===== src/hdl/yrgb_pkg.sv =====
// ----------------------------------------------------------------------------
// yrgb_pkg
// Shared types and register codes for the YUV to RGB converter.
// ----------------------------------------------------------------------------
`default_nettype none

package yrgb_pkg;

  // Configuration register indexes.
  typedef enum logic [2:0] {
    CFG_RED_ROW   = 3'd0,
    CFG_GREEN_ROW = 3'd1,
    CFG_BLUE_ROW  = 3'd2,
    CFG_LUMA_RNG  = 3'd3,
    CFG_CB_RNG    = 3'd4,
    CFG_CR_RNG    = 3'd5,
    CFG_MASK      = 3'd6
  } cfg_reg_t;

  // Load enables for the two register stages inside a pipeline section.
  typedef struct packed {
    logic en_a;
    logic en_b;
  } pipe_ctrl_t;

endpackage : yrgb_pkg

`default_nettype wire


===== src/hdl/yrgb_row_mac.sv =====
// ----------------------------------------------------------------------------
// yrgb_row_mac
// One row of the color matrix: three products in one stage, then the sum,
// rounding and saturation to 0 .. 1.0 in the next.
// ----------------------------------------------------------------------------
`default_nettype none

module yrgb_row_mac #(
  parameter int FRAC_BITS = 12,
  parameter int COEF_BITS = 16,
  parameter int MAP_W     = 20
) (
  input  wire logic                     clk,
  input  wire yrgb_pkg::pipe_ctrl_t     ctrl,
  input  wire logic [3*COEF_BITS-1:0]   row_coefs,
  input  wire logic signed [MAP_W-1:0]  y_val,
  input  wire logic signed [MAP_W-1:0]  u_val,
  input  wire logic signed [MAP_W-1:0]  v_val,
  output      logic [FRAC_BITS:0]       color
);
  import yrgb_pkg::*;

  localparam int PW = COEF_BITS + MAP_W;
  localparam int AW = PW + 2;
  localparam int RW = AW - FRAC_BITS;
  localparam logic signed [AW-1:0] HALF_A = AW'(2 ** (FRAC_BITS - 1));
  localparam logic signed [RW-1:0] ONE_R  = RW'(2 ** FRAC_BITS);
  localparam logic [FRAC_BITS:0]   ONE_O  = (FRAC_BITS+1)'(2 ** FRAC_BITS);

  logic signed [COEF_BITS-1:0] c_y;
  logic signed [COEF_BITS-1:0] c_u;
  logic signed [COEF_BITS-1:0] c_v;
  logic signed [PW-1:0]        p_y;
  logic signed [PW-1:0]        p_u;
  logic signed [PW-1:0]        p_v;
  logic signed [AW-1:0]        acc;
  logic signed [RW-1:0]        acc_rnd;
  logic [FRAC_BITS:0]          color_next;

  assign c_y = $signed(row_coefs[COEF_BITS-1:0]);
  assign c_u = $signed(row_coefs[2*COEF_BITS-1:COEF_BITS]);
  assign c_v = $signed(row_coefs[3*COEF_BITS-1:2*COEF_BITS]);

  // Stage A: the three coefficient products.
  always_ff @(posedge clk) begin
    if (ctrl.en_a) begin
      p_y <= PW'(c_y) * PW'(y_val);
      p_u <= PW'(c_u) * PW'(u_val);
      p_v <= PW'(c_v) * PW'(v_val);
    end
  end

  // Stage B: sum, round to nearest with ties up, saturate.
  always_comb begin
    acc     = AW'(p_y) + AW'(p_u) + AW'(p_v) + HALF_A;
    acc_rnd = $signed(acc[AW-1:FRAC_BITS]);
    if (acc_rnd < 0) begin
      color_next = '0;
    end else if (acc_rnd > ONE_R) begin
      color_next = ONE_O;
    end else begin
      color_next = acc_rnd[FRAC_BITS:0];
    end
  end

  always_ff @(posedge clk) begin
    if (ctrl.en_b) begin
      color <= color_next;
    end
  end

endmodule : yrgb_row_mac

`default_nettype wire


===== config.mk =====
export PLATFORM = sky130hd
export DESIGN_NAME = yrgb_row_mac
export DESIGN_NICKNAME = d
export VERILOG_FILES = /design/src/hdl/yrgb_pkg.sv /design/src/hdl/yrgb_row_mac.sv
export SDC_FILE = /design/constraint.sdc
export NUM_CORES = 2
export LEC_CHECK = 0
export BUFFER_PORTS_ARGS = -buffer_cell sky130_fd_sc_hd__buf_2
export CAP_MARGIN = 10
export CORE_MARGIN = 3
export CORE_UTILIZATION = 25
export DETAILED_ROUTE_END_ITERATION = 7
export PLACE_DENSITY = 0.49
export SKIP_LAST_GASP = 1
export SLEW_MARGIN = 30
export SYNTH_ARGS = -nofsm -noshare
export SYNTH_HDL_FRONTEND = slang
export SYNTH_SLANG_ARGS = --single-unit

===== constraint.sdc =====
create_clock -name clk -period 8.8 [get_ports clk]
set_input_delay 1.32 -clock clk [delete_from_list [all_inputs] [get_ports clk]]
set_output_delay 1.32 -clock clk [all_outputs]
set_load 0.005 [all_outputs]

Word level (Yosys, flattened, before mapping) --
Index checks and enable logic that the tools add are counted.
Storage, ports and cells: latch bits 0, memory bits (writable) 0, output and inout port bits 13, memories kept 0, bits in read-only memories 0, bits in registers 121, bits of input ports 111
Operators by class: div/mod/pow operators 0, $lt $le $gt $ge 2, shifts and indexed selects 0, multiply operators 3, muxes and demuxes 1, reductions and logical operators 1, bitwise gates (word level) 0, add/subtract/negate cells 3, equal/unequal tests 0
Operator list (number):
- $mul 16x20->36 | 3
- $add 37x36->38 | 1
- $add 38x13->38 const B | 1
- $add 36x36->37 | 1
- $gt 26x14->1 const B | 1
- $lt 26x1->1 const B | 1
- $mux 13 | 1
- $reduce_or 2->1 | 1

Depth between registers and ports, before layout --
depth in word-level cells 5, mapped depth 25, gate-level depth less buffers 24

Worst setup path after synthesis --
No wires, ideal clock.
path type in2reg, from in v_val[19], to reg p_v[34], data pin, path slack 1421 ps, required time 8531 ps, stages 22, arrival 7111 ps, cells stage by stage clkbuf_1 > nand2_1 > inv_1 > fa_1 > fa_1 > fa_1 > fa_1 > fa_1 > inv_1 > fa_1 > inv_1 > ha_1 > nand4_1 > or2_2 > or3_1 > nor3_1 > o311ai_1 > a31oi_1 > o21ai_0 > and3b_1 > o31ai_1 > xor2_1
On the way: cells in the longest elaborated chain, start to end 1
RTL lines:
- from (decl) | line yrgb_row_mac.sv:18 | input wire logic signed [MAP_W-1:0] v_val,
- $mul 16x20->36 | line yrgb_row_mac.sv:49 | p_v <= PW'(c_v) * PW'(v_val);
- to (signal assigned) | line yrgb_row_mac.sv:49
- to (decl) | line yrgb_row_mac.sv:35 | logic signed [PW-1:0] p_v;
Every way passes these cells. A chain may end at the register's enable or synchronous reset.

Worst setup path after layout --
from in row_coefs[33], to reg p_v[34], data pin
On the way: cells in the longest elaborated chain, start to end 1
RTL lines:
- from (decl) | line yrgb_row_mac.sv:15 | input wire logic [3*COEF_BITS-1:0] row_coefs,
- $mul 16x20->36 | line yrgb_row_mac.sv:49
Every way passes these cells.

==> results.md <==
* Outcome: finished clean
* Startpoint Class: primary input
* Most frequent CP cell: fa_1
* Mean area per synthesized cell at 9.46 um^2
* CP Capture Type: flop
* FF+latch area at 3630 um^2
* Grt ovf at 0
* Hold buffer count at cts at 0
* Ys async rst share at 0%
* Area of the die at 173000 um^2
* Post-CTS setup buffer count at 0
* Maxcap violations at 0
* Largest net degree at the start of global routing at 65
* GPL Wtd Cong at 0.818
* Worst-margin pin slew at 0.893 ns
* Tmin final at 7.65 ns
* CP Buf/Inv Count at 4
* Ys flop type: edfxtp_1
* Clk_skew at 0.0132 ns
* Core ar. at 166000 um^2
* Leading cell type in the layout, fill and taps excluded: inv_1
* CTS tree: done
* First-pass GRT wire length at 178000 um
* Sequential fraction of the synthesis area at 8.64%
* DPL Wire Length at 91000 um
* Tcrit/Tclk final at 86.9%
* # rows at 149
* Wire per inst at 16.5 um
* Top Family by Delay on Critical Path: adder cells
* Synth Area in Compound Gates at 5.32%
* WP data required at 8.96 ns
* Final-report hold violation count at 0
* Final Max Slew Viols at 0
* Commonest non-fill, non-tap cells in the layout: inv_1, fa_1, nand2_1, and2_1, ha_1
* Crit path max-delay cell type: fa_1
* Layout Utilization at 27.3%
* Initial core utilization at 25.3%
* Num CTS Buffers at 17
* FILL cells at 17741
* I/O pin cnt at 124
* Main combinational cell family by area after synthesis: adder cells
* EDFF count, synth at 121
* Die X at 416 um
* Via count at 28727
* Multi-input logic area at 33700 um^2
* Worst-path cell chain: buf_2 > nand2_1 > inv_1 > fa_1 > fa_1 > fa_1 > fa_1 > fa_1 > inv_1 > fa_1 > inv_1 > ha_1 > nand4_1 > or2_2 > or3_1 > nor3_1 > o311ai_1 > a31oi_1 > o21ai_0 > and3b_1 > o31ai_1 > xor2_1
* Final setup viols at 0
* Initial DRT Pass Iterations at 5
* Slew Limit Headroom at 40.5%
* Setup TNS Final at 0 ns
* Net Count, Synth at 5885
* Antenna violations before repair at 13
* Reg clk slew, reported paths at 0.06 ns
* RSZ-0062 raised after global routing: no
* Syn Inst Count at 4445
* Mux share of post-synthesis cell area at 0.0744%
* Worst min path class: reg -> reg
* Final WS setup at 1.15 ns
* Post-synthesis simple-gate area fraction at 14.7%
* Drt total wl at 109000 um
* Nets at 5871
* Post-cts resize count at 0
* Setup CP Type: in -> reg
* Post-Synth Adder-Cell Area at 57.2%
* Buffers on Ports at 123
* Yosys reg bits at 121
* Worst Path Max Fanout at 13
* Worst slack, placed at 0.745 ns
* Die span in y at 416 um
* Yosys warns at 0
* Vias in the first global route at 31666
* Clock latency at the later pin of the worst-skew pair at 0.42 ns
* Yosys cell types at 79
* Synth-to-layout area growth at 7.99%
* Mapped Area at 42100 um^2
* Clk buf depth at 2
* Xor-xnor portion of the synthesized cell area at 2.79%
* Iter 0 DRT Violations at 1259
* Vias per cell at 4.33
* Clock Sinks at 121
* Worst path arrival time at 7.81 ns
* Tot GR Track Use at 13.0%
* CTS root buf: clkbuf_16
* Share of cells above drive strength 1 at 3.96%
* F_max at 0.131 GHz
* Post-route ant nets at 0
* DRC Markers at 0
* CP max stage delay at 0.79 ns
* CTS H-tree depth at 4
## state kept, by name, indices dropped and copies added (netlist names)
signal,cells
p_u,36
p_v,36
p_y,36
color,13
## area by class of cell
type | count | share of cell area [%]
multi-input combinational | 3067 | 74.2
inverter | 1094 | 9.04
sequential | 121 | 8.00
tap | 2189 | 6.03
timing repair buffer | 130 | 1.48
clock buffer | 20 | 0.962
clock inverter | 12 | 0.281
antenna | 1 | 0.00551
## cell usage after synthesis, drive strengths merged, types with 6 or more instances
| master | number | area [um^2] |
|---|---|---|
| nor3 | 19 | 95.1 |
| o21bai | 16 | 120 |
| xor2 | 37 | 324 |
| xnor2 | 97 | 850 |
| a211oi | 14 | 105 |
| nor2b | 14 | 90.1 |
| nor4 | 9 | 86.3 |
| and2 | 439 | 2750 |
| ha | 340 | 4250 |
| edfxtp | 121 | 3630 |
| buf | 10 | 42.5 |
| nor2 | 126 | 473 |
| a21oi | 124 | 632 |
| a21o | 46 | 345 |
| a31oi | 10 | 62.6 |
| o21ai | 72 | 364 |
| clkbuf | 153 | 574 |
| nand2b | 25 | 156 |
| nand2 | 536 | 2010 |
| nand4 | 13 | 96.3 |
| or3 | 6 | 37.5 |
| fa | 989 | 19800 |
| and3 | 10 | 62.6 |
| inv | 1092 | 4100 |
| o21a | 13 | 97.6 |
| nand3 | 23 | 115 |
## path summary, 6_finish.rpt
| check | to | cells past startpoint | slack (ns) | start |
|---|---|---|---|---|
| worst max register to register | color[0]$_SDFFCE_PP0P_ | 13 | 4.22 | p_v[9]$_DFFE_PP_ |
| worst min register to register | color[4]$_SDFFCE_PP0P_ | 5 | 1.21 | p_u[15]$_DFFE_PP_ |
| worst max-delay path | p_v[34]$_DFFE_PP_ | 22 | 1.15 | row_coefs[33] |
| worst min-delay path | color[4]$_SDFFCE_PP0P_ | 5 | 1.21 | p_u[15]$_DFFE_PP_ |
## stage by stage
step	instances	hold slack, ns	area, um^2
after global routing	6634	1.30	45400
final	6634	1.21	45400
after CTS	6633	1.22	45400
after detailed placement	6601	1.19	44800
after global placement	6601	1.20	44800
after floorplan	4445	1.04	42100
## metal layers
metal | share of wire [%] | up-vias | track usage, %
li1 | - | 13182 | -
met1 | 44 | 14974 | 17.0
met2 | 50 | 478 | 23.2
met3 | 2.8 | 93 | 1.03
met4 | 2.5 | 0 | 3.05
met5 | 0 | - | 0
## worst min-delay path, cell delays in order (launching register included)
cell      delay, ns
edfxtp_1       0.36
fa_1           0.18
ha_1           0.13
ha_1           0.22
xor2_1         0.12
nor2_1         0.10
## logic make-up after synthesis
family	count (synthesis)
adders and majority gates	1329
buffers and inverters	1257
and+or+nand+nor	1248
AOI/OAI and AO/OA	353
xor gates and xnor gates	134
DFF	121
muxes	3
Power is left out: the tool's default activity adds up to more than one toggle a clock period on the data nets, which glitch-free logic cannot reach.
