`config.mk`:
```
export PLATFORM = sky130hd
export DESIGN_NAME = yrgb_chan_map
export DESIGN_NICKNAME = d
export VERILOG_FILES = /design/src/hdl/yrgb_pkg.sv /design/src/hdl/yrgb_chan_map.sv
export SDC_FILE = /design/constraint.sdc
export NUM_CORES = 1
export LEC_CHECK = 0
export ABC_AREA = 1
export BUFFER_PORTS_ARGS = -buffer_cell sky130_fd_sc_hd__buf_2
export CAP_MARGIN = 10
export CORE_MARGIN = 4
export CORE_UTILIZATION = 59
export CTS_BUF_LIST = sky130_fd_sc_hd__clkbuf_4 sky130_fd_sc_hd__clkbuf_8
export CTS_CLUSTER_DIAMETER = 100
export DETAILED_ROUTE_END_ITERATION = 7
export PLACE_DENSITY = 0.91
export SLEW_MARGIN = 20
export SYNTH_ARGS = -nofsm -noshare
export SYNTH_HDL_FRONTEND = slang
export SYNTH_SLANG_ARGS = --single-unit
```
`constraint.sdc`:
```
create_clock -name clk -period 7.95 [get_ports clk]
set_clock_uncertainty 0.15 [all_clocks]
set_input_delay 1.1925 -clock clk [delete_from_list [all_inputs] [get_ports clk]]
set_output_delay 1.1925 -clock clk [all_outputs]
set_load 0.01 [all_outputs]
```
`src/hdl/yrgb_pkg.sv`:
```
// ----------------------------------------------------------------------------
// yrgb_pkg
// Shared types and register codes for the YUV to RGB converter.
// ----------------------------------------------------------------------------
`default_nettype none

package yrgb_pkg;

  // Configuration register indexes.
  typedef enum logic [2:0] {
    CFG_RED_ROW   = 3'd0,
    CFG_GREEN_ROW = 3'd1,
    CFG_BLUE_ROW  = 3'd2,
    CFG_LUMA_RNG  = 3'd3,
    CFG_CB_RNG    = 3'd4,
    CFG_CR_RNG    = 3'd5,
    CFG_MASK      = 3'd6
  } cfg_reg_t;

  // Load enables for the two register stages inside a pipeline section.
  typedef struct packed {
    logic en_a;
    logic en_b;
  } pipe_ctrl_t;

endpackage : yrgb_pkg

`default_nettype wire

```
`src/hdl/yrgb_chan_map.sv`:
```
// ----------------------------------------------------------------------------
// yrgb_chan_map
// Maps one normalized component onto its configured range in two stages:
// multiply by (max - min), then round, shift and add min; or pass the raw component.
// ----------------------------------------------------------------------------
`default_nettype none

module yrgb_chan_map #(
  parameter int FRAC_BITS = 12,
  parameter int COEF_BITS = 16,
  parameter int MAP_W     = 20
) (
  input  wire logic                        clk,
  input  wire yrgb_pkg::pipe_ctrl_t        ctrl,
  input  wire logic [FRAC_BITS:0]          x,
  input  wire logic                        map_en,
  input  wire logic [2*COEF_BITS-1:0]      range_reg,
  output      logic signed [MAP_W-1:0]     mapped
);
  import yrgb_pkg::*;

  localparam int PW = FRAC_BITS + COEF_BITS + 3;
  localparam int RW = PW - FRAC_BITS;
  localparam logic signed [PW-1:0] HALF_P = PW'(2 ** (FRAC_BITS - 1));

  logic signed [COEF_BITS-1:0] lo;
  logic signed [COEF_BITS-1:0] hi;
  logic signed [COEF_BITS:0]   diff;
  logic signed [PW-1:0]        prod;
  logic [FRAC_BITS:0]          x_q;
  logic signed [PW-1:0]        rnd_sum;
  logic signed [RW-1:0]        rnd_shift;
  logic signed [MAP_W-1:0]     mapped_next;

  // Range span; the user must change the configuration only while the block is idle (not enforced here).
  assign lo   = $signed(range_reg[COEF_BITS-1:0]);
  assign hi   = $signed(range_reg[2*COEF_BITS-1:COEF_BITS]);
  assign diff = (COEF_BITS+1)'(hi) - (COEF_BITS+1)'(lo);

  // Stage A: component times span.
  always_ff @(posedge clk) begin
    if (ctrl.en_a) begin
      prod <= PW'($signed({1'b0, x})) * PW'(diff);
      x_q  <= x;
    end
  end

  // Stage B: round to nearest (ties up), add the range minimum, or pass raw.
  always_comb begin
    rnd_sum   = prod + HALF_P;
    rnd_shift = $signed(rnd_sum[PW-1:FRAC_BITS]);
    if (map_en) begin
      mapped_next = MAP_W'(rnd_shift) + MAP_W'(lo);
    end else begin
      mapped_next = $signed(MAP_W'({1'b0, x_q}));
    end
  end

  always_ff @(posedge clk) begin
    if (ctrl.en_b) begin
      mapped <= mapped_next;
    end
  end

endmodule : yrgb_chan_map

`default_nettype wire

```
# Yosys cells after proc, flatten, opt, wreduce, memory -nomap -nowiden
# Cells that the tools add are included.
[word_totals] output_inout_bits=20 inputBits=49 wordCells=9 regBits=64
[op_classes] mul=1 mux=1 addsub=3
[op_table] op="$add 31x13->31 const B" n=1
[op_table] op="$mul 14x17->31" n=1
[op_table] op="$add 19x16->20" n=1
[op_table] op="$sub 16x16->17" n=1
[op_table] op="$mux 13" n=1

# Longest topological paths before layout
# Gate-level depths: netlist (run 1).
[depth] depth_word=3 depth_mapped=38 ltp_nobuf=38

# Worst setup path before layout (run 1)
# No wires, ideal clock.
[synth_path] kind="in2reg" from="input port range_reg[16]" to="register prod[30] (data pin)" arrival_ps=7181 stages=30 required_ps=7547 path_buffers=0 setup_time_ps=253 slack_ps=366 cell_sequence="inv_1 > ha_1 > fa_1 > inv_1 > nand3_1 > nand2_1 > nand2_1 > nand2_2 > nand2_1 > nand3_2 > nand2_2 > nor2_1 > inv_1 > fa_1 > fa_1 > inv_1 > fa_1 > fa_1 > fa_1 > inv_1 > fa_1 > inv_1 > ha_1 > nand2_1 > nor2_1 > inv_1 > nor4_1 > a21oi_1 > nand3_1 > nand2_1"
[synth_between] elab_chain_cells=2
[synth_lines] element="from (decl)" line="yrgb_chan_map.sv:17" text="input wire logic [2*COEF_BITS-1:0] range_reg,"
[synth_lines] element="$sub 16x16->17" line="yrgb_chan_map.sv:38" text="assign diff = (COEF_BITS+1)'(hi) - (COEF_BITS+1)'(lo);"
[synth_lines] element="$mul 14x17->31" line="yrgb_chan_map.sv:43" text="prod <= PW'($signed({1'b0, x})) * PW'(diff);"
[synth_lines] element="to (signal assigned)" line="yrgb_chan_map.sv:43"
[synth_lines] element="to (decl)" line="yrgb_chan_map.sv:29" text="logic signed [PW-1:0] prod;"
# Every way passes these cells.
# A chain may end at the register's enable or synchronous reset.

# Worst setup path after layout (run 1)
[layout_path] from="input port range_reg[0]" to="register prod[30] (data pin)"
# The elaborated chain is that of the path after synthesis.

==> metrics, run 1 <==
Avg Inst Size Synth=7.91 µm²; Root Buffer Master=clkbuf_8; Synth async-reset ratio=0; Starting Density=0.604; setup TNS=0 ns; Layout area overhead=10.8%; Syn Nets=1990; worst-margin pin slew=0.909 ns; outcome=completed; worst relative slew slack=0.392; CTS buffer count=5; startpoint types=primary input; antenna cells=0; # setup viols final=0; Seq cells post-synth=53; RSZ-0062 raised after global routing=true; CTS max path bufs=2; Slowest Stage Delay on Critical Path=0.56 ns; vias per cell=5.67; # hold bufs at CTS=0; grt ovf=0; Yosys cell types=46; ranking of synthesized cells by area=fa_1 34%, edfxtp_1 12%, inv_1 11%; Period minus WS final=7.75 ns; Mapped Cells=1617; Row Count=53; DRC violations left=0; WL final=36700 µm; CTS tree=done; most frequent cells in the layout=365 x inv_1, 319 x nand2_1, 214 x fa_1; Detail Route Antenna Nets=0; cell mode on critical path=nand2_1; slowest cell on the critical path=fa_1; final slew viol count=0; Setup crit end kind=register; area leader, netlist=fa_1; Post-synth EDFFs=53; core area=0.0212 mm²; critical path peak fanout=7; WL/cell=18.1 µm; maxcap violations=0; CTS sink count=53; WS Path Type=primary input to register; layout cells sized above 1=0.124; Die Ht=155 µm; placed cells=between 2000 and 2500; final hold vios=0; FF-to-FF setup slack=between 4 and 5 ns; worst path arrival time=7.80 ns; initial antenna violation count=0; die width=155 µm; part of the Yosys area used for sequential elements=0.124; final core occ=0.670; top_reg_cell synth=edfxtp_1; I/O Pins=69; Pre-Repair DR Iteration Count=5; worst endpoint required time=8.01 ns; first-pass GRT wire length=60000 µm; H-tree depth=2; vias in the first global route=12100; largest net degree at the start of global routing=34; share of the synthesized area in the top cell type=0.335; Fmax achieved=about 130 MHz; warning count from the yosys run=0; clock slew at reported path FFs=0.12 ns; Placer Congestion=between 0.9 and 1; period utilisation layout=0.974; 1st-iter DRT viols=approximately 940; I/O Buffers=a little under 70; Final HPWL DP=~32000 µm; total number of vias=11500; GRT Total Usage=0.314; worst hold path class=register to register; Cell Area, Synth=~0.013 mm²; hold_ws=0.393 ns; fin cells=between 2000 and 2500; layout net count=about 2100; die area=0.0241 mm²; worst-skew pair later-pin latency=0.33 ns; leading cell type in the layout, fill and taps excluded=inv_1
## logic make-up after synthesis
group	count (synthesis)	synth area share
DFF	53	0.124
buffers and inverters	398	0.118
xor gates and xnor gates	46	0.0353
and+or+nand+nor	646	0.214
adders and majority gates	324	0.443
AOI/OAI and AO/OA	150	0.0659
## critical path: cells and delay by family
family | cells | cell delay, ns
AOI/OAI and AO/OA | 2 | 0.32
adders and majority gates | 9 | 3.89
buffers and inverters | 8 | 0.95
and+or+nand+nor | 16 | 1.42
## routing by layer
layer | part of all wire | vias to the layer above | GRT usage
met5 | 0 | - | 0
met1 | 0.36 | 5460 | 0.389
li1 | - | 5199 | -
met2 | 0.48 | 649 | 0.543
met3 | 0.10 | 167 | 0.0545
met4 | 0.055 | 0 | 0.135
## cell usage after synthesis (5+ instances only)
master	count
o21bai_1	7
a21oi_1	75
xnor2_1	18
nand2_2	6
fa_1	214
nor2_1	183
nor3_1	10
or2_2	14
xor2_1	23
buf_2	6
nand4_1	16
a21o_1	7
nand2_1	319
o21ai_0	39
nand3_1	72
edfxtp_1	53
inv_1	367
ha_1	110
nor4_1	5
clkbuf_1	15
## state kept, by name, summed over array words and instances, names as in the netlist
register / count
mapped: 20
x_q: 13
prod: 20
## worst paths after layout
| path | startpoint | end | depth (start not counted) |
|---|---|---|---|
| setup / recovery | range_reg[0] | prod[30]$_DFFE_PP_ | 35 |
| hold / removal | x_q[6]$_DFFE_PP_ | mapped[6]$_DFFE_PP_ | 2 |
| setup reg to reg | prod[11]$_DFFE_PP_ | mapped[18]$_SDFFCE_PN0P_ | 18 |
| hold reg to reg | x_q[6]$_DFFE_PP_ | mapped[6]$_DFFE_PP_ | 2 |
## cell type report
class                   instances  area (µm²)
fillers                      1693        6980
clock buffers                   5        68.8
repair buffers                148         941
well taps                     275         344
inverters                     375        1420
flip-flops and latches         53        1590
clock inverters                 3        47.5
multi-input cells            1166        9760
## per-stage QoR
stage	instance area [µm²]	setup WS, ns
2_1_floorplan	12800	0.366
3_3_place_gp	13900	-0.0412
3_5_place_dp	13900	-0.233
4_1_cts	14100	0.112
5_1_grt	14200	-0.145
6_report	14200	0.204
## timing repair
action                                  CTS  global route
setup buffers                             0             3
endpoints found under the setup margin    0             9
gates resized for setup                   0            17
Power of run 1 is left out: the tool's default activity adds up to more than one toggle a clock period on the data nets, which glitch-free logic cannot reach.
==> inputs of run 2 (changes only) <==
Settings changed: REMOVE_ABC_BUFFERS set to 1, SLEW_MARGIN 20 to unset.
==> run 2 against run 1 <==
Against the previous run:
- non-clock buffer count rose by 42
- first-iteration DRC count rose by 15%
- count of clock-buffer cells in the layout did not move
- critical path depth fell by 6
- critical endpoint is now prod[26]$_DFFE_PP_
- highest routed layer unchanged
==> metrics, run 2 (same netlist as run 1, synthesis figures left out) <==
worst-margin pin slew=0.976 ns (was 0.909 ns); Reg-to-Reg Start=prod[11]$_DFFE_PP_ (unchanged); WS Path Type=primary input to register (unchanged); I/O Pins=69 (unchanged); WL final=37700 µm (was 36700 µm); Starting Density=0.604 (unchanged); initial antenna violation count=0 (unchanged); Pre-Repair DR Iteration Count=7 (was 5); CP bufs+invs=5 (was 8); die width=155 µm (unchanged); DRC violations left=0 (unchanged); worst-skew pair later-pin latency=0.34 ns (was 0.33 ns); Row Count=53 (unchanged); worst relative slew slack=0.348 (was 0.392); final slew viol count=0 (unchanged); final core occ=0.691 (was 0.670); Die Ht=155 µm (unchanged); multi-input logic area=0.00988 mm² (was 0.00976 mm²); grt met3 use=0.0473 (was 0.0545); GRT met2 Usage=0.546 (was 0.543); Worst Hold Depth=2 (unchanged); total number of vias=11700 (was 11500); H-tree depth=2 (unchanged); antenna cells=0 (unchanged); worst path arrival time=7.73 ns (was 7.80 ns); CTS sink count=53 (unchanged); most used routing layer=met2 (unchanged); vias in the first global route=12200 (was 12100); largest net degree at the start of global routing=34 (unchanged); R2R depth=16 (was 18); slowest cell on the critical path=fa_1 (unchanged); Fmax achieved=128 MHz (was 129 MHz); Reg area=0.00159 mm² (unchanged); min-delay src=x_q[6]$_DFFE_PP_ (unchanged); outcome=completed (unchanged); Worst Hold Path EP=mapped[6]$_DFFE_PP_ (unchanged); FF-to-FF setup slack=4.41 ns (about the same); Largest regs=mapped (20), prod (20), x_q (13) (unchanged); Detail Route Antenna Nets=0 (unchanged); first-pass GRT wire length=59700 µm (was 60000 µm); Reg-to-Reg End=mapped[18]$_SDFFCE_PN0P_ (unchanged); DP Area=0.0142 mm² (was 0.0139 mm²); WL/cell=18.2 µm (was 18.1 µm); fill cell count=1613 (was 1693); worst endpoint required time=7.90 ns (was 8.01 ns); cell area after layout=0.0146 mm² (was 0.0142 mm²); layout cells sized above 1=0.157 (was 0.124); 1st-iter DRT viols=1082 (was 937); grt ovf=0 (unchanged); CTS tree=done (unchanged); layout net count=2164 (was 2122); Root Buffer Master=clkbuf_8 (unchanged); DP Worst Slack=-0.218 ns (was -0.233 ns); period utilisation layout=0.979 (was 0.974); CTS buffer count=5 (unchanged); met1 Usage GRT=0.385 (was 0.389); die area=0.0241 mm² (unchanged); Placer Congestion=1.02 (was 0.979); leading cell type in the layout, fill and taps excluded=inv_1 (unchanged); most frequent cells in the layout=363 x inv_1, 312 x nand2_1, 211 x fa_1 (was 365 x inv_1, 319 x nand2_1, 214 x fa_1); clock slew at reported path FFs=0.11 ns (was 0.12 ns); Period minus WS final=7.78 ns (was 7.75 ns); critical path peak fanout=7 (unchanged); Crit path max-delay family=adder cells (unchanged); Slowest Stage Delay on Critical Path=0.60 ns (was 0.56 ns); core area=0.0212 mm² (unchanged); vias per cell=5.68 (was 5.67); final hold vios=0 (unchanged); # hold bufs at CTS=0 (unchanged); Layout area overhead=14.3% (was 10.8%); worst hold path class=register to register (unchanged); PnR worst setup slack=0.168 ns (was 0.204 ns); Final HPWL DP=31800 µm (was 31600 µm); Setup crit end kind=register (unchanged); maxcap violations=0 (unchanged); I/O Buffers=68 (unchanged); GRT Total Usage=0.314 (about the same); # setup viols final=0 (unchanged); startpoint types=primary input (unchanged); CTS max path bufs=2 (unchanged)
run 2: cell count changes in the layout (fill, tap and decap cells not counted), sizes merged:
cell,change
inv,-1
buf,+42
clkinv,+1
run 2: tightest hold or removal path: cells and delay by family (launching register included):
kind | cells | cell delay (ns)
DFF | 1 | 0.34
AOI/OAI and AO/OA | 1 | 0.06
and+or+nand+nor | 1 | 0.05
run 2: worst max-delay path by stage:
stage / cells past startpoint / slack [ns] / from / endpoint
floorplan: 30 / 0.37 / range_reg[16] / prod[30]$_DFFE_PP_
global placement: 29 / -0.11 / range_reg[0] / prod[21]$_DFFE_PP_
detailed placement: 35 / -0.22 / range_reg[0] / prod[29]$_DFFE_PP_
CTS: 35 / 0.08 / range_reg[0] / prod[29]$_DFFE_PP_
global route: 34 / -0.13 / range_reg[10] / prod[30]$_DFFE_PP_
finish: 29 / 0.17 / range_reg[0] / prod[26]$_DFFE_PP_
run 2: final cells by class:
type | instances | area share
Multi-Input combinational cell | 1166 | 0.676
Clock inverter | 3 | 0.00300
Timing Repair Buffer | 190 | 0.0868
Tap cell | 275 | 0.0235
Inverter | 375 | 0.0970
Sequential cell | 53 | 0.109
Clock buffer | 5 | 0.00471
run 2: routing by layer:
layer	wire, µm	vias up	part of all wire
met5	0	-	0
met4	2200	0	0.058
met3	3260	180	0.087
met2	18600	650	0.49
met1	13600	5620	0.36
li1	-	5288	-
run 2: through the flow:
step	cells	TNS, ns	hold WS (ns)
finish	2067	0	0.395
floorplan	1594	0	0.337
global placement	2051	-0.482	0.367
CTS	2059	0	0.398
detailed placement	2051	-2.70	0.368
global route	2067	-0.255	0.440
run 2: timing repair:
item	CTS	global route
resized for setup	0	46
setup endpoints to repair	0	20
setup buffers	0	8
hold endpoints to repair	0	0
Power of run 2 is left out for the same reason.
